==> src/design/bfa_pkg.sv <==
// Package: shared types, codes and constants of the best-fit heap allocator.
`default_nettype none
package bfa_pkg;

    localparam int HEAP_WORDS_DEF = 1024;
    localparam int BYTE_W         = 13;
    localparam int TAG_W          = 16;
    localparam int HEAP_RESET     = 4096;
    localparam int HEAP_MAX       = 4096;
    localparam int HEAP_MIN       = 16;

    localparam logic [1:0] REG_HEAP_BYTES = 2'd0;

    localparam logic       OP_ALLOC = 1'b0;
    localparam logic       OP_FREE  = 1'b1;

    localparam logic [1:0] ST_OK         = 2'd0;
    localparam logic [1:0] ST_ALLOC_FAIL = 2'd1;
    localparam logic [1:0] ST_FREE_FAIL  = 2'd2;

    typedef struct packed {
        logic        operation;
        logic [12:0] request_bytes;
        logic [11:0] payload_address;
    } req_t;

    typedef struct packed {
        logic [11:0] address;
        logic [1:0]  status;
    } rsp_t;

    typedef enum logic [4:0] {
        CMD_NONE,
        CMD_FMT_HDR,
        CMD_FMT_FTR,
        CMD_LOAD,
        CMD_RD_POS,
        CMD_ACHK,
        CMD_SPL_HDR,
        CMD_SPL_FTR,
        CMD_RD_ANX,
        CMD_WR_ANX,
        CMD_AHDR,
        CMD_AFAIL,
        CMD_FCHK,
        CMD_RD_FNX,
        CMD_ADD_FNX,
        CMD_RD_PREV,
        CMD_ADD_PREV,
        CMD_FHDR,
        CMD_FFTR,
        CMD_RD_FNX2,
        CMD_WR_FNX2,
        CMD_FOK,
        CMD_FFAIL,
        CMD_PUSH
    } dp_cmd_t;

    typedef enum logic [4:0] {
        S_FMT_HDR,
        S_FMT_FTR,
        S_IDLE,
        S_ARD,
        S_ACHK,
        S_AEND,
        S_ASPL1,
        S_ASPL2,
        S_ANXRD,
        S_ANXWR,
        S_AHDR,
        S_AFAIL,
        S_FRD,
        S_FCHK,
        S_FNXRD,
        S_FNXADD,
        S_FPRD,
        S_FPADD,
        S_FHDR,
        S_FFTR,
        S_FNX2RD,
        S_FNX2WR,
        S_FOK,
        S_FFAIL,
        S_RES
    } state_t;

    typedef struct packed {
        logic req_op;
        logic req_zero;
        logic free_bad;
        logic pos_ge_end;
        logic brk;
        logic exact;
        logic hit;
        logic busy;
        logic found;
        logic split;
        logic anx_lt;
        logic fnx_lt;
        logic merge_prev;
        logic fnx2_lt;
        logic slot_free;
    } dp_status_t;

endpackage
`default_nettype wire

==> src/design/bfa_ctrl.sv <==
// Controller: sequencer for format, allocate walk and free walk/merge.
`default_nettype none
module bfa_ctrl (
    input  wire logic                clk,
    input  wire logic                rst_n,
    input  wire logic                req_valid,
    input  wire logic                cfg_wr,
    input  wire bfa_pkg::dp_status_t st,
    output bfa_pkg::dp_cmd_t         cmd,
    output logic                     req_stall
);

    bfa_pkg::state_t state_reg, state_next;

    always_ff @(posedge clk or negedge rst_n)
    begin
        if (!rst_n)
        begin
            state_reg <= bfa_pkg::S_FMT_HDR;
        end
        else
        begin
            state_reg <= state_next;
        end
    end

    always_comb
    begin
        state_next = state_reg;
        cmd        = bfa_pkg::CMD_NONE;
        req_stall  = 1'b1;
        unique case (state_reg)
            bfa_pkg::S_FMT_HDR:
            begin
                cmd        = bfa_pkg::CMD_FMT_HDR;
                state_next = bfa_pkg::S_FMT_FTR;
            end
            bfa_pkg::S_FMT_FTR:
            begin
                cmd        = bfa_pkg::CMD_FMT_FTR;
                state_next = bfa_pkg::S_IDLE;
            end
            bfa_pkg::S_IDLE:
            begin
                req_stall = 1'b0;
                if (req_valid)
                begin
                    cmd = bfa_pkg::CMD_LOAD;
                    if (st.req_op == bfa_pkg::OP_ALLOC)
                    begin
                        state_next = st.req_zero ? bfa_pkg::S_AFAIL : bfa_pkg::S_ARD;
                    end
                    else
                    begin
                        state_next = st.free_bad ? bfa_pkg::S_FFAIL : bfa_pkg::S_FRD;
                    end
                end
            end
            bfa_pkg::S_ARD:
            begin
                if (st.pos_ge_end)
                begin
                    state_next = bfa_pkg::S_AEND;
                end
                else
                begin
                    cmd        = bfa_pkg::CMD_RD_POS;
                    state_next = bfa_pkg::S_ACHK;
                end
            end
            bfa_pkg::S_ACHK:
            begin
                cmd        = bfa_pkg::CMD_ACHK;
                state_next = (st.brk || st.exact) ? bfa_pkg::S_AEND : bfa_pkg::S_ARD;
            end
            bfa_pkg::S_AEND:
            begin
                if (!st.found)
                begin
                    state_next = bfa_pkg::S_AFAIL;
                end
                else
                begin
                    state_next = st.split ? bfa_pkg::S_ASPL1 : bfa_pkg::S_ANXRD;
                end
            end
            bfa_pkg::S_ASPL1:
            begin
                cmd        = bfa_pkg::CMD_SPL_HDR;
                state_next = bfa_pkg::S_ASPL2;
            end
            bfa_pkg::S_ASPL2:
            begin
                cmd        = bfa_pkg::CMD_SPL_FTR;
                state_next = bfa_pkg::S_AHDR;
            end
            bfa_pkg::S_ANXRD:
            begin
                if (st.anx_lt)
                begin
                    cmd        = bfa_pkg::CMD_RD_ANX;
                    state_next = bfa_pkg::S_ANXWR;
                end
                else
                begin
                    state_next = bfa_pkg::S_AHDR;
                end
            end
            bfa_pkg::S_ANXWR:
            begin
                cmd        = bfa_pkg::CMD_WR_ANX;
                state_next = bfa_pkg::S_AHDR;
            end
            bfa_pkg::S_AHDR:
            begin
                cmd        = bfa_pkg::CMD_AHDR;
                state_next = bfa_pkg::S_RES;
            end
            bfa_pkg::S_AFAIL:
            begin
                cmd        = bfa_pkg::CMD_AFAIL;
                state_next = bfa_pkg::S_RES;
            end
            bfa_pkg::S_FRD:
            begin
                if (st.pos_ge_end)
                begin
                    state_next = bfa_pkg::S_FFAIL;
                end
                else
                begin
                    cmd        = bfa_pkg::CMD_RD_POS;
                    state_next = bfa_pkg::S_FCHK;
                end
            end
            bfa_pkg::S_FCHK:
            begin
                cmd = bfa_pkg::CMD_FCHK;
                if (st.brk)
                begin
                    state_next = bfa_pkg::S_FFAIL;
                end
                else if (st.hit)
                begin
                    state_next = st.busy ? bfa_pkg::S_FNXRD : bfa_pkg::S_FFAIL;
                end
                else
                begin
                    state_next = bfa_pkg::S_FRD;
                end
            end
            bfa_pkg::S_FNXRD:
            begin
                if (st.fnx_lt)
                begin
                    cmd        = bfa_pkg::CMD_RD_FNX;
                    state_next = bfa_pkg::S_FNXADD;
                end
                else
                begin
                    state_next = bfa_pkg::S_FPRD;
                end
            end
            bfa_pkg::S_FNXADD:
            begin
                cmd        = bfa_pkg::CMD_ADD_FNX;
                state_next = bfa_pkg::S_FPRD;
            end
            bfa_pkg::S_FPRD:
            begin
                if (st.merge_prev)
                begin
                    cmd        = bfa_pkg::CMD_RD_PREV;
                    state_next = bfa_pkg::S_FPADD;
                end
                else
                begin
                    state_next = bfa_pkg::S_FHDR;
                end
            end
            bfa_pkg::S_FPADD:
            begin
                cmd        = bfa_pkg::CMD_ADD_PREV;
                state_next = bfa_pkg::S_FHDR;
            end
            bfa_pkg::S_FHDR:
            begin
                cmd        = bfa_pkg::CMD_FHDR;
                state_next = bfa_pkg::S_FFTR;
            end
            bfa_pkg::S_FFTR:
            begin
                cmd        = bfa_pkg::CMD_FFTR;
                state_next = bfa_pkg::S_FNX2RD;
            end
            bfa_pkg::S_FNX2RD:
            begin
                if (st.fnx2_lt)
                begin
                    cmd        = bfa_pkg::CMD_RD_FNX2;
                    state_next = bfa_pkg::S_FNX2WR;
                end
                else
                begin
                    state_next = bfa_pkg::S_FOK;
                end
            end
            bfa_pkg::S_FNX2WR:
            begin
                cmd        = bfa_pkg::CMD_WR_FNX2;
                state_next = bfa_pkg::S_FOK;
            end
            bfa_pkg::S_FOK:
            begin
                cmd        = bfa_pkg::CMD_FOK;
                state_next = bfa_pkg::S_RES;
            end
            bfa_pkg::S_FFAIL:
            begin
                cmd        = bfa_pkg::CMD_FFAIL;
                state_next = bfa_pkg::S_RES;
            end
            bfa_pkg::S_RES:
            begin
                if (st.slot_free)
                begin
                    cmd        = bfa_pkg::CMD_PUSH;
                    state_next = bfa_pkg::S_IDLE;
                end
            end
            default:
            begin
                state_next = bfa_pkg::S_FMT_HDR;
            end
        endcase
        if (cfg_wr)
        begin
            state_next = bfa_pkg::S_FMT_HDR;
        end
    end

endmodule
`default_nettype wire

==> config.mk <==
export PLATFORM = sky130hd
export DESIGN_NAME = bfa_ctrl
export DESIGN_NICKNAME = d
export VERILOG_FILES = /design/src/design/bfa_pkg.sv /design/src/design/bfa_ctrl.sv
export SDC_FILE = /design/constraint.sdc
export NUM_CORES = 1
export LEC_CHECK = 0
export BUFFER_PORTS_ARGS = -buffer_cell sky130_fd_sc_hd__buf_2
export CORE_MARGIN = 2
export CORE_UTILIZATION = 47
export DETAILED_ROUTE_END_ITERATION = 8
export HOLD_SLACK_MARGIN = 0.15
export MAX_ROUTING_LAYER = met4
export PLACE_DENSITY = 0.87
export SYNTH_ARGS = -nofsm -noshare
export SYNTH_HDL_FRONTEND = slang
export SYNTH_SLANG_ARGS = --single-unit
==> constraint.sdc <==
create_clock -name clk -period 1.6 [get_ports clk]
set_clock_uncertainty 0.1 [all_clocks]
set_input_delay 0.32 -clock clk [delete_from_list [all_inputs] [get_ports clk]]
set_output_delay 0.32 -clock clk [all_outputs]
set_load 0.02 [all_outputs]
Yosys cells after proc, flatten, opt, wreduce, memory -nomap -nowiden
Index checks and enable logic that the tools add are counted.

storage, ports and cells
  output and inout bits = 6
  register bits = 5
  bits of input ports = 19

operators by class
  reduce and logical (&&, ||, !) cells = 6
  mux-type cells = 28
  eq/ne operators = 26

operator list
  cell                                                  count
  case mux 5 bit (23 select lines)                      1
  case mux 5 bit (21 select lines)                      1
  two-way mux 5 bit                                     12
  equality test 5 bit (second input constant)           9
  equality test 5 x 4 -> 1 bit (second input constant)  8
  two-way mux 4 bit                                     6
  equality test 5 x 3 -> 1 bit (second input constant)  4
  equality test 5 x 2 -> 1 bit (second input constant)  2
  two-way mux 2 bit                                     4
  two-way mux 3 bit                                     2
  inequality test 3 bit (second input constant)         2
  equality test 5 x 1 -> 1 bit (second input constant)  1
  zero test 5 bit                                       1
  OR reduction 2 bit                                    2
  OR reduction 4 bit                                    1
  two-way mux 1 bit                                     2
  AND reduction 2 bit                                   1
  logical OR 1 bit                                      1

Depth between registers and ports, before layout
  word-level depth = 5
  gate-level depth with buffers = 7

Worst setup path after synthesis
OpenSTA, ideal clock, no wires.

  path kind = register to output
  from = reg state_reg[0]
  to = out cmd[1]
  cell stages (with the launch flop) = 7
  data required time = 1.180 ns
  slack = -0.310 ns
  arrival = 1.490 ns
  buffers on the path = 1
  path through = dfrtp_1 buf_6 and2b_1 nand2_1 a211oi_1 a31oi_1 o2111ai_1

on the way
  cells in the longest elaborated chain, start to end = 3
  elaborated cells between the ends (all ways) = 26

RTL lines
  element                                                                              line            RTL
  start: declaration                                                                   bfa_ctrl.sv:13  bfa_pkg::state_t state_reg, state_next;
  start signal: assignment                                                             bfa_ctrl.sv:19  state_reg <= bfa_pkg::S_FMT_HDR;
  start signal: assignment                                                             bfa_ctrl.sv:23  state_reg <= state_next;
  equality test 5 x 4 -> 1 bit / equality test 5 x 2 -> 1 bit (equally long branches)  bfa_ctrl.sv:32  unique case (state_reg)
  OR reduction 2 bit (no line)                                                         n/a
  case mux 5 bit (23 select lines) *                                                   bfa_ctrl.sv:32
  end: declaration                                                                     bfa_ctrl.sv:9   output bfa_pkg::dp_cmd_t cmd,

Mark *: on every way between the ends. The rest lies on a longest branch, timed or not.

Worst setup path in the final report
  from = reg state_reg[0]
  to = out cmd[2]

The elaborated chain is that of the path after synthesis.

==> metrics.md <==
| Metric | Value |
|---|---|
| CP endpoint kind | `primary output` |
| Reg2reg setup slack | `-0.38 ns` |
| Status | `finished with violations` |
| GRT overflow | `0` |
| Synth Area in Compound Gates | `37.8%` |
| Leading area contributor after synthesis | `dfrtp_1` |
| Largest family of logic cells by synthesized area | `simple AND/OR/NAND/NOR gates` |
| Worst-Margin Slew | `0.432 ns` |
| Place WS | `-0.295 ns` |
| Worst path depth | `7` |
| Die height | `48.6 µm` |
| Crit Path Max Fanout | `8` |
| Largest net degree at the start of global routing | `14` |
| Final WS setup | `-0.662 ns` |
| CTS root buf | `clkbuf_4` |
| Buffers & Inverters on Critical Path | `3` |
| Core area | `1920 µm²` |
| Synthesized area per cell | `6.93 µm²` |
| Worst path cell trace | `buf_12, buf_4, or2_1, nor3_1, o31ai_2, nand2_1, buf_6` |
| Post-synth top area share | `13.4%` |
| RSZ-0062 raised after global routing | `yes` |
| HPWL Detailed | `2.71 mm` |
| Max cap viols | `0` |
| Mux cell area share after synthesis | `0%` |
| Adder-cell share of the synthesized area | `0%` |
| Top cells by instance count after synthesis | `nand2_1 (16), nor2_1 (12), a21oi_1 (9)` |
| Top cells by area, synth | `dfrtp_1 (13%), nand2_1 (6.4%), a21oi_1 (4.8%)` |
| CP endpoint | `cmd[2]` |
| I/O pins | `25` |
| Setup violations, final | `11` |
| EDFF count, synth | `0` |
| Drt pass-1 iters | `5` |
| Clock Sinks | `5` |
| Ratio of final minimum period to clock period | `141%` |
| Hold Path Origin | `cfg_wr` |
| First-pass GRT wire length | `7.45 mm` |
| DR iter-0 viols | `118` |
| Post-Synth Simple-Gate Area | `39.0%` |
| Sequential share of the synthesized area | `13.4%` |
| Final Slew Violations | `0` |
| CTS tree | `done` |
| Post-synthesis instance area | `936 µm²` |
| Yosys cell types | `48` |
| Overall Global Routing Usage | `41.5%` |
| Max FFs per register | `5` |
| Vias per cell | `6.86` |
| FILL cells | `80` |
| Worst path required time | `1.18 ns` |
| Worst Hold Class | `in -> reg` |
| Slowest cell on crit path | `dfrtp_1` |
| WS Path Type | `reg -> out` |
| Tot Pwr | `2.93 mW` |
| Synth Flop Type | `dfrtp_1` |
| Synth warn | `0` |
| Critical Path AT | `1.84 ns` |
| Slew margin rel. | `71.1%` |
| Ant. Diodes | `0` |
| DRC viols | `0` |
| Minimum clock period | `2.26 ns` |
| Peak VDD IR | `1.35 mV` |
| CP delay by family, top | `simple AND/OR/NAND/NOR gates` |
| Final net count | `223` |
| Worst r2r dst | `state_reg[4]` |
| Area grow syn2layout | `88.4%` |
| XOR/XNOR Fraction of Synth Area | `0%` |
| Clock Pin Slew Worst Setup and Hold Paths | `0.06 ns` |
| Vias in the first global route | `1573` |
| Async SR Flop Fraction | `100%` |
| Startpoint Class | `flop` |
| Reg2Reg Launch Point | `state_reg[0]` |
| Total Routed Length | `5.38 mm` |
| Clk Latency, worst-skew pair | `0.27 ns` |
| CTS H-tree depth | `1` |
| Cts bufs inserted | `3` |
| Maximum clock rate | `442 MHz` |
| Crit path launch | `state_reg[0]` |
| LEAKAGE | `0.725 nW` |
| Synth Instances | `135` |
| Proportion of layout cells with a drive suffix above 1 | `58.6%` |
| Die Wd | `48.6 µm` |
| GP Congestion | `1.07` |
| Vias | `1577` |
| Initial antenna violation count | `0` |
| Power Density | `1660 nW/µm²` |
| Failing checks | `setup timing` |
| Post-synthesis register bit count | `5` |
| WL per Instance | `23.4 µm` |
| Starting Density | `48.7%` |
| Slowest stage delay, CP | `0.40 ns` |
| I/O Buffers | `24` |
| Most numerous cell in the Yosys netlist | `nand2_1` |
| R2r worst-path depth | `8` |
| Site Rows | `16` |
| Post-route ant nets | `0` |
| Clock tree buffer depth | `2` |
| Worst Hold Path Cells | `2` |
| Die Footprint | `2360 µm²` |
| Syn nets | `154` |
| Hold Vio Cnt, Final | `0` |
-- cells by family (layout without fill, tap and decap cells) --
kind of cell / Yosys count / in the layout
buffers and inverters: 15 / 83
and+or+nand+nor: 62 / 62
AOI/OAI and AO/OA: 53 / 53
DFF: 5 / 5
-- report_power, final --
| part | internal [mW] | leakage, nW | switching [mW] | total [mW] |
|---|---|---|---|---|
| Sequential | 0.168 | 0.0625 | 0.0717 | 0.239 |
| Clock | 0.0955 | 0.0150 | 0.0711 | 0.167 |
| Combinational | 1.23 | 0.648 | 1.30 | 2.53 |
| Total | 1.50 | 0.725 | 1.44 | 2.93 |
-- through the flow --
stage	TNS [ns]	std cells	hold WS [ns]	utilization [%]	instance area (µm²)
5_1_grt	-5.62	230	0.214	91.7	1760
4_1_cts	-3.88	228	0.196	83.4	1600
3_5_place_dp	-2.39	211	0.0397	68.7	1320
3_3_place_gp	-1.82	211	0.0358	68.7	1320
2_1_floorplan	-0.616	135	-0.0756	-	963
6_report	-5.09	230	0.199	91.7	1760
-- cell usage in the layout, fill, tap and decap left out, types with 2 or more instances in the layout --
master,netlist,final
a21oi_1,9,4
inv_2,2,2
nor2_1,12,10
nor2b_4,0,3
a22oi_1,2,2
nand2b_1,6,4
nor2_4,1,2
inv_1,3,3
o21ai_2,0,3
nand2_2,0,2
buf_12,0,3
nor3_1,3,3
buf_4,2,36
o21ai_0,8,7
nor2b_1,7,4
and2b_1,2,2
o22a_1,2,2
o2111ai_1,4,3
o31ai_2,0,2
dfrtp_1,5,2
buf_2,4,19
dfrtp_2,0,3
nand2_1,16,14
buf_6,3,14
or2_1,2,2
a31oi_1,7,4
nand2b_4,0,2
a21oi_2,0,4
clkbuf_4,0,3
a31oi_4,0,3
-- layer usage --
layer  track usage (%)  routed length, µm
met5                 -                  0
met4              23.3                391
met3              9.26                651
met2              70.3               2460
met1              44.6               1870
-- worst min path at each step --
| stage | endpoint | slack, ns |
|---|---|---|
| after floorplan | state_reg[0] | -0.08 |
| after global placement | state_reg[0] | 0.04 |
| after detailed placement | state_reg[0] | 0.04 |
| after CTS | state_reg[1] | 0.20 |
| after global routing | state_reg[1] | 0.21 |
| final | state_reg[1] | 0.20 |
-- what timing repair did --
| item | in CTS | in global routing |
|---|---|---|
| resized for setup | 39 | 30 |
| setup endpoints to repair | 11 | 11 |
| endpoints found under the hold margin | 5 | 0 |
| buffers inserted | 17 | 5 |
| pin swaps | 13 | 14 |
| hold buffers | 1 | 0 |
-- cell type report --
| class | count | area [µm²] | area share [%] |
|---|---|---|---|
| tap | 27 | 33.8 | 1.92 |
| timing repair buffer | 74 | 608 | 34.5 |
| sequential | 5 | 129 | 7.31 |
| clock buffer | 4 | 26.3 | 1.49 |
| multi-input combinational | 115 | 947 | 53.7 |
| inverter | 5 | 18.8 | 1.06 |
Note: power is estimated with default switching activity, not from simulation.
